<file path="src/rtl/tbc_pkg.sv">
// ----------------------------------------------------------------------------
// tbc_pkg
// Shared types, codes and sizes of the translation block cache.
// ----------------------------------------------------------------------------
package tbc_pkg;

  localparam int unsigned NumEntries = 64;
  localparam int unsigned IdxW       = $clog2(NumEntries);
  localparam int unsigned CntW       = $clog2(NumEntries + 1);

  localparam logic [2:0] MODE_LOOKUP    = 3'd0;
  localparam logic [2:0] MODE_INSERT    = 3'd1;
  localparam logic [2:0] MODE_INV_OWNER = 3'd2;
  localparam logic [2:0] MODE_INV_RANGE = 3'd3;
  localparam logic [2:0] MODE_INV_ALL   = 3'd4;
  localparam logic [2:0] MODE_BUMP      = 3'd5;

  localparam logic [1:0] ST_OK    = 2'd0;
  localparam logic [1:0] ST_BADARG = 2'd1;
  localparam logic [1:0] ST_STALE = 2'd2;

  localparam logic [2:0] OP_HOLD    = 3'd0;
  localparam logic [2:0] OP_EVAL    = 3'd1;
  localparam logic [2:0] OP_DROP    = 3'd2;
  localparam logic [2:0] OP_COMPACT = 3'd3;
  localparam logic [2:0] OP_SHIFT   = 3'd4;
  localparam logic [2:0] OP_LOAD    = 3'd5;

  typedef struct packed {
    logic [15:0] owner;
    logic [63:0] start_pc;
    logic [63:0] end_pc;
    logic [63:0] gen;
    logic [31:0] handle;
    logic [15:0] words;
    logic [15:0] icount;
  } entry_t;

  // control broadcast from the sequencer to every cell
  typedef struct packed {
    logic [2:0]      op;
    logic [2:0]      mode;
    logic [CntW-1:0] total;
    entry_t          cmd;
  } cell_ctl_t;

endpackage

</file>
<file path="src/rtl/tbc_cell.sv">
// ----------------------------------------------------------------------------
// tbc_cell
// One cache slot: holds an entry, matches it against the command, and
// takes its right neighbor's entry when the row shifts or compacts.
// ----------------------------------------------------------------------------
module tbc_cell (
  input  logic                   clk,
  input  logic                   rst,
  input  logic [tbc_pkg::IdxW-1:0] idx,
  input  tbc_pkg::cell_ctl_t     ctl,
  input  logic                   hole_in,
  input  logic                   right_v,
  input  tbc_pkg::entry_t        right_e,
  output logic                   v,
  output tbc_pkg::entry_t        e,
  output logic                   hit,
  output logic                   drop,
  output logic                   hole_out,
  output logic                   need
);
  import tbc_pkg::*;

  logic match;
  logic drop_c;
  logic own_eq;

  always_comb begin
    own_eq = e.owner == ctl.cmd.owner;
    match  = v && own_eq && e.start_pc == ctl.cmd.start_pc && e.gen == ctl.cmd.gen;
    case (ctl.mode)
      MODE_INV_OWNER: drop_c = v && own_eq;
      MODE_INV_RANGE: drop_c = v && own_eq && (e.end_pc > ctl.cmd.start_pc)
                               && (e.start_pc < ctl.cmd.end_pc);
      MODE_INV_ALL:   drop_c = v;
      default:        drop_c = 1'b0;
    endcase
  end

  assign hole_out = hole_in | ~v;
  assign need     = hole_in & v;

  always_ff @(posedge clk) begin
    if (rst) begin
      v    <= 1'b0;
      hit  <= 1'b0;
      drop <= 1'b0;
    end else begin
      case (ctl.op)
        OP_EVAL: begin
          hit  <= match;
          drop <= drop_c;
        end
        OP_DROP:    if (drop) v <= 1'b0;
        OP_COMPACT: if (hole_out) v <= right_v;
        OP_SHIFT:   v <= right_v;
        OP_LOAD:    if (idx == ctl.total[IdxW-1:0]) v <= 1'b1;
        default:    v <= v;
      endcase
    end
  end

  always_ff @(posedge clk) begin
    case (ctl.op)
      OP_COMPACT: if (hole_out) e <= right_e;
      OP_SHIFT:   e <= right_e;
      OP_LOAD:    if (idx == ctl.total[IdxW-1:0]) e <= ctl.cmd;
      default:    e <= e;
    endcase
  end

endmodule

</file>
<file path="config.mk">
export PLATFORM = sky130hd
export DESIGN_NAME = tbc_cell
export DESIGN_NICKNAME = d
export VERILOG_FILES = /design/src/rtl/tbc_pkg.sv /design/src/rtl/tbc_cell.sv
export SDC_FILE = /design/constraint.sdc
export NUM_CORES = 1
export LEC_CHECK = 0
export ABC_AREA = 1
export BUFFER_PORTS_ARGS = -buffer_cell sky130_fd_sc_hd__buf_2
export CORE_AREA = 2 2 325 327
export CTS_CLUSTER_DIAMETER = 150
export CTS_CLUSTER_SIZE = 40
export DETAILED_ROUTE_END_ITERATION = 8
export DIE_AREA = 0 0 327 329
export PLACE_DENSITY = 0.39
export SYNTH_ARGS = -nofsm -noshare
export SYNTH_HDL_FRONTEND = slang
export SYNTH_SLANG_ARGS = --single-unit
export TNS_END_PERCENT = 5
</file>
<file path="constraint.sdc">
create_clock -name clk -period 18.3 [get_ports clk]
set_input_delay 1.83 -clock clk [delete_from_list [all_inputs] [get_ports clk]]
set_output_delay 1.83 -clock clk [all_outputs]
set_load 0.005 [all_outputs]
</file>
* Yosys cells after proc, flatten, opt, wreduce, memory -nomap -nowiden
Cells that the tools add are included.
** Storage, ports and cells
- Output and inout bits :: 277
- Bits in registers :: 275
- Logic and storage cells :: 47
** Operators by class
- Equality and inequality tests :: 15
- Mux-type cells :: 8
- Reduce and logical (&&, ||, !) cells :: 9
- Bitwise logic cells :: 3
- $lt $le $gt $ge :: 2
** Operators with widths (count)
- $pmux W272 S3 :: 1
- $mux W272 :: 2
- $eq A64 B64 Y1 :: 2
- $gt A64 B64 Y1 :: 1
- $lt A64 B64 Y1 :: 1
- $eq A16 B16 Y1 :: 1
- $eq A3 B2 Y1 const B :: 4
- $eq A3 B3 Y1 const B :: 3
- $eq A6 B6 Y1 :: 1
- $ne A2 B2 Y1 const B :: 3
- $logic_and A1 B1 Y1 :: 5
- $pmux W1 S4 :: 1
- $reduce_and A4 Y1 :: 1
- $reduce_bool A4 Y1 :: 1
- $eq A3 B1 Y1 const B :: 1
- $mux W1 :: 3
- $pmux W1 S3 :: 1
- $reduce_and A3 Y1 :: 1
- $reduce_bool A3 Y1 :: 1
- $and A1 B1 Y1 :: 1
- $not A1 Y1 :: 1
- $or A1 B1 Y1 :: 1

* Longest topological paths before layout
Gate-level depths: netlist of the first run.
- Word-level depth :: 5
- Depth in mapped cells :: 21
- Depth with buffers taken out :: 21

* Worst setup path before layout of the first run
OpenSTA, ideal clock, no wires.
- Kind :: input -> register
- Start point :: input ctl[276] (netlist name)
- End point :: register e[0] (netlist name), enable pin
- Setup time :: 909 ps
- Path buffers :: 0
- Path slack :: 3633 ps
- Stages :: 6
- Arrival :: 13758 ps
- Cells stage by stage :: xor2_1 > nor4b_1 > nand3_1 > nand2_1 > o21ai_0 > nor2_1
** On the way
- Cells in the longest elaborated chain, start to end :: 3
** RTL lines
- start: declaration :: RTL line tbc_cell.sv:10 : input tbc_pkg::cell_ctl_t ctl,
- $eq A6 B6 Y1 :: RTL line tbc_cell.sv:66 : OP_LOAD: if (idx == ctl.total[IdxW-1:0]) e <= ctl.cmd;
- $ne A2 B2 Y1 (no source line)
- $reduce_and A3 Y1 (no source line)
- end signal: assignment :: RTL line tbc_cell.sv:64 : OP_COMPACT: if (hole_out) e <= right_e;
- end signal: assignment :: RTL line tbc_cell.sv:65 : OP_SHIFT: e <= right_e;
- end signal: assignment :: RTL line tbc_cell.sv:66
- end: declaration :: RTL line tbc_cell.sv:15 : output tbc_pkg::entry_t e,
Every way passes these cells.
A chain may end at the register's enable or synchronous reset.

* Worst setup path in the final report of the first run
- Start point :: input ctl[276] (netlist name)
- End point :: register e[177] (netlist name), enable pin
Same word-level chain as after synthesis.

==> results of run 1 <==
[worst max-delay path, stage by stage]
cell and delay [ns]:
buf_2 0.10, xor2_1 0.18, nor4b_1 0.74, nand3_1 0.21, nand2_1 0.12, o21ai_0 0.14, nor2_4 0.55, buf_4 0.56
buf_4 0.79, buf_4 0.81
[stage by stage]
stage / total power [W] / area, µm² / worst slack, ns / hold slack, ns / cells
finish: 0.00156 / 23100 / 12.31 / 0.482 / 4138
global route: 0.00165 / 23100 / 12.04 / 0.513 / 4130
CTS: 0.00160 / 23000 / 12.19 / 0.482 / 4120
detailed placement: 0.00114 / 22500 / 11.52 / 0.458 / 4097
global placement: 0.00114 / 22500 / 11.53 / 0.455 / 4097
floorplan: 0.000964 / 16700 / 3.63 / 0.455 / 1913
[power by group]
group / internal [W] / switching, W / leakage (nW) / total, W
logic: 0.000143 / 0.000198 / 8.25 / 0.000342
registers: 0.000749 / 0.0000302 / 2.61 / 0.000780
clock network: 0.000159 / 0.000284 / 0.238 / 0.000443
total: 0.00105 / 0.000513 / 11.1 / 0.00156
[synthesized netlist by cell type, types with 2 or more instances]
master,count
nor2_4,2
inv_2,13
dfxtp_1,3
xnor2_1,88
or2_2,27
nand3b_1,2
nor2_2,3
edfxtp_1,272
xor2_1,21
clkbuf_1,28
ha_1,127
o21ai_0,48
or2_1,5
nand2_1,671
nor2_1,73
nor4_1,15
inv_1,189
buf_1,5
buf_2,26
o21ai_1,132
o21a_1,4
nand3_1,31
a21oi_1,64
nand4_1,35
nor3_1,17
[layer usage]
layer	global-route usage, %	vias up
met1	17.5	7312
li1	-	7971
met5	0	-
met4	3.94	28
met3	4.66	98
met2	25.4	535
[kinds of logic after synthesis]
kind of cell / after synthesis / share of synthesized area, %
AOI/OAI and AO/OA: 252 / 7.66
adders and majority gates: 127 / 9.50
and+or+nand+nor: 889 / 21.9
DFF: 275 / 49.2
buffers and inverters: 261 / 6.05
xor gates and xnor gates: 109 / 5.70
[flip-flops by register name, summed over array words and instances (netlist names)]
register / flops
e: 272
drop: 1
hit: 1
v: 1
[final timing paths]
check                                   endpoint  cells past startpoint
worst max-delay path            e[177]$_DFFE_PP_                     10
worst min-delay path            hit$_SDFFE_PP0N_                      2
worst max register to register  e[177]$_DFFE_PP_                      7
worst min register to register  hit$_SDFFE_PP0N_                      2
[area by class of cell]
class                           count  share of cell area (%)
Antenna cell                       18                   0.195
Clock buffer                       14                    1.52
Clock inverter                      9                   0.667
Inverter                          202                    3.32
Multi-Input combinational cell   1377                    32.5
Sequential cell                   275                    35.6
Tap cell                         1391                    7.54
Timing Repair Buffer              852                    18.6
[placed cells by master (no fill, tap or decap), types with 48 or more instances in the layout]
| cell | count |
|---|---|
| ha_1 | 127 |
| a21oi_1 | 64 |
| o21ai_1 | 132 |
| xnor2_1 | 88 |
| o21ai_0 | 48 |
| nand2_1 | 671 |
| buf_2 | 842 |
| nor2_1 | 72 |
| inv_1 | 189 |
| edfxtp_1 | 272 |
==> impl_metrics.py, run 1 <==
metrics = {
    "worst_setup_path": {
        "reg2reg_from": "v$_SDFFE_PP0P_",
        "path_class": "input pin to flop",
        "cp.arrival_ns": 6.20,
        "crit_required_ns": 18.50,
        "critPathMaxFanout": 60,
        "startpoint": "ctl[276]",
        "crit_path_end_kind": "flop",
        "r2r_slack_ns": 14.15,
        "cp-start-kind": "input pin",
    },
    "synthesis": {
        "yosysTopAreaCell": "edfxtp_1",
        "netlist_area_um2": 16700,
        "syn-num-nets": 2607,
        "synthTopCellsByArea": "edfxtp_1 49%, nand2_1 15%, ha_1 9.5%",
        "synth_top_cell_area_share_pct": 48.8,
        "synth-async-reset-ratio_pct": 0,
        "synth-seq-cells": 275,
        "synth_cell_types": 37,
        "synth_warnings": 0,
        "syn_inst": 1913,
        "synth_edf_count": 272,
        "yosys_most_used_dff": "edfxtp_1",
        "yosysSeqAreaShare_pct": 49.2,
        "syn_avg_cell_area_um2": 8.75,
    },
    "finish": {
        "syn_to_final_growth_pct": 38.0,
        "utilization_pct": 22.1,
        "nets": 3416,
        "final-seq-area_um2": 8230,
        "fillers": 11800,
        "drive_gt1_share_pct": 33.9,
        "multi_input_area_um2": 7500,
    },
    "drt": {
        "drt-total-wl_mm": 83.6,
        "drcViolationCount": 0,
        "dr.max_layer_used": "met5",
        "first_pass_iters": 5,
        "viasPerCell": 3.85,
        "drt_iter0_drc": 960,
        "ant_nets": 0,
        "met1_length_mm": 34.1,
        "dr_wl_met3_mm": 6.50,
        "wl_per_cell_um": 20.2,
        "met2_length_mm": 40.8,
        "num_vias": 15900,
    },
    "clocking": {
        "clk_pin_slew_ns": 0.14,
        "cts.htree.levels": 1,
        "cts.repair.resized": 0,
        "cts_tree": "yes",
        "clock_latency_ns": 0.59,
        "post_cts_buffers": 0,
        "cts_buffers": 14,
        "clock-sinks": 275,
        "root_buffer": "clkbuf_16",
        "clockBufferDepth": 3,
        "cts_hold_buf": 0,
    },
    "die": {
        "initial_core_util_pct": 16.0,
        "die-area_um2": 108000,
        "fp-row-count": 119,
        "chipHeight_um": 329,
        "ios": 844,
        "die_width_um": 327,
        "coreArea_um2": 104000,
    },
    "sta": {
        "tns_ns": 0,
        "slew_headroom_pct": 17.3,
        "worst_pin_slew_ns": 1.24,
        "slew_viol_final": 0,
        "rsz0062_at_grt": "false",
        "hold_violations": 0,
        "fmax_mhz": 167,
        "period_needed_ns": 5.99,
        "fin_crit_sh_pct": 32.7,
        "setup_violations": 0,
        "fin_skew_ns": 0.0431,
    },
    "global_route": {
        "grt_start_max_net_pins": 188,
        "grt_usage_pct": 14.7,
        "gr-total-overflow": 0,
        "grt_antenna_before_repair": 46,
        "grt_pass1_wl_mm": 114,
        "grt_pass1_vias": 15900,
    },
    "placed_design": {
        "gp_congestion": 0.866,
        "hpwl_mm": 69.5,
        "io_buffers": 842,
    },
    "status": {
        "status": "completed",
    },
    "run": {
        "drv_cap": 0,
    },
    "min_path": {
        "min_path_type": "flop to flop",
        "min_from": "hit$_SDFFE_PP0N_",
    },
    "power_and_ir_drop": {
        "p_per_area_nw_per_um2": 67.8,
        "p_leak_nw": 11.1,
        "peakVddDrop_mv": 0.0472,
    },
}
Note: power is estimated with default switching activity, not from simulation.
==> inputs of run 2 (changes only) <==
==> constraint.sdc (replaced) <==
create_clock -name clk -period 5.9 [get_ports clk]
set_input_delay 0.59 -clock clk [delete_from_list [all_inputs] [get_ports clk]]
set_output_delay 0.59 -clock clk [all_outputs]
set_load 0.005 [all_outputs]
==> impl_metrics.py, run 2 (synthesis results as in run 1) <==
metrics = {
    "die": {
        "coreArea_um2": 104000,
        "die_width_um": 327,
        "chipHeight_um": 329,
        "fp-row-count": 119,
        "initial_core_util_pct": 16.0,
        "die-area_um2": 108000,
        "ios": 844,
    },
    "clocking": {
        "clk_pin_slew_ns": 0.12,
        "post_cts_buffers": 0,
        "cts_hold_buf": 0,
        "clock-sinks": 275,
        "clock_latency_ns": 0.57,
        "clockBufferDepth": 3,
        "cts.repair.resized": 0,
        "root_buffer": "clkbuf_16",
        "cts.htree.levels": 1,
        "cts_buffers": 13,
        "cts_tree": "yes",
    },
    "drt": {
        "wl_per_cell_um": 20.0,
        "drcViolationCount": 0,
        "ant_nets": 0,
        "num_vias": 15800,
        "first_pass_iters": 5,
        "drt-total-wl_mm": 82.6,
        "drt_iter0_drc": 787,
        "viasPerCell": 3.82,
    },
    "power_and_ir_drop": {
        "peakVddDrop_mv": 0.167,
        "p_per_area_nw_per_um2": 206,
        "p_leak_nw": 11.1,
    },
    "worst_setup_path": {
        "cp.arrival_ns": 3.29,
        "startpoint": "ctl[276]",
        "crit_path_end_kind": "flop",
        "critPathMaxFanout": 53,
        "path_class": "input pin to flop",
        "cp-start-kind": "input pin",
        "reg2reg_from": "e[196]$_DFFE_PP_",
        "crit_required_ns": 6.12,
    },
    "sta": {
        "slew_headroom_pct": 30.0,
        "fin_skew_ns": 0.0368,
        "fin_crit_sh_pct": 52.1,
        "setup_violations": 0,
        "tns_ns": 0,
        "slew_viol_final": 0,
        "fmax_mhz": 326,
        "rsz0062_at_grt": "false",
        "period_needed_ns": 3.07,
        "hold_violations": 0,
        "worst_pin_slew_ns": 1.05,
    },
    "placed_design": {
        "gp_congestion": 0.845,
        "place_area_um2": 22600,
        "hpwl_mm": 69.1,
        "io_buffers": 842,
    },
    "global_route": {
        "grt_pass1_wl_mm": 113,
        "grt_start_max_net_pins": 188,
        "grt_usage_pct": 14.5,
        "gr-total-overflow": 0,
        "grt_antenna_before_repair": 41,
        "grt_pass1_vias": 15900,
    },
    "finish": {
        "nets": 3418,
        "largest_reg_flops": 272,
        "regMostFlops": "e",
        "multi_input_area_um2": 7500,
        "drive_gt1_share_pct": 33.9,
        "syn_to_final_growth_pct": 38.1,
        "fillers": 11800,
        "final-seq-area_um2": 8230,
        "layout_common_cells": "842 x buf_2, 671 x nand2_1, 272 x edfxtp_1",
        "layout_commonest_cell": "buf_2",
        "final_area_um2": 23100,
    },
    "run": {
        "drv_cap": 0,
    },
    "min_path": {
        "min_from": "rst",
        "min_path_type": "input pin to flop",
    },
    "status": {
        "status": "completed",
    },
}
-- run 2: routing by layer --
layer	global-route usage [%]	wire [µm]
met5	0	135
met4	3.13	1890
met3	3.91	5810
met2	25.5	40500
met1	17.6	34300
-- run 2: area by class of cell --
class / instances / share of cell area, %
Sequential cell: 275 / 35.6
Multi-Input combinational cell: 1377 / 32.5
Timing Repair Buffer: 855 / 19.0
Tap cell: 1391 / 7.53
Inverter: 202 / 3.31
Clock buffer: 14 / 1.42
Clock inverter: 6 / 0.531
Antenna cell: 13 / 0.141
-- run 2: critical path, cell delays in order --
cell     delay (ns)
buf_2          0.10
xor2_1         0.16
nor4b_1        0.68
nand3_1        0.14
nand2_1        0.13
o21ai_0        0.16
nor2_4         0.61
buf_12         0.28
buf_12         0.29
-- run 2: power by group --
group	switching, W	leakage [nW]	internal (W)	total (W)
clock	0.000802	0.215	0.000484	0.00129
sequential	0.0000949	2.61	0.00232	0.00242
combinational	0.000614	8.29	0.000452	0.00107
-- run 2: through the flow --
step | hold slack, ns | worst slack, ns | cells | utilization (%) | power (W)
after floorplan | 0.455 | 0.110 | 1913 | - | 0.00295
after global placement | 0.458 | 2.07 | 4100 | 21.7 | 0.00355
after detailed placement | 0.464 | 2.10 | 4100 | 21.7 | 0.00355
after CTS | 0.201 | 2.73 | 4120 | 22.1 | 0.00489
after global routing | 0.225 | 2.63 | 4127 | 22.1 | 0.00504
final | 0.251 | 2.83 | 4133 | 22.1 | 0.00477
-- run 2: path summary, 6_finish.rpt --
check / to / slack (ns) / cells past startpoint
hold / removal: drop$_SDFFE_PP0N_ / 0.25 / 2
setup reg to reg: drop$_SDFFE_PP0N_ / 3.03 / 16
hold reg to reg: hit$_SDFFE_PP0N_ / 0.48 / 2
setup / recovery: e[194]$_DFFE_PP_ / 2.83 / 9
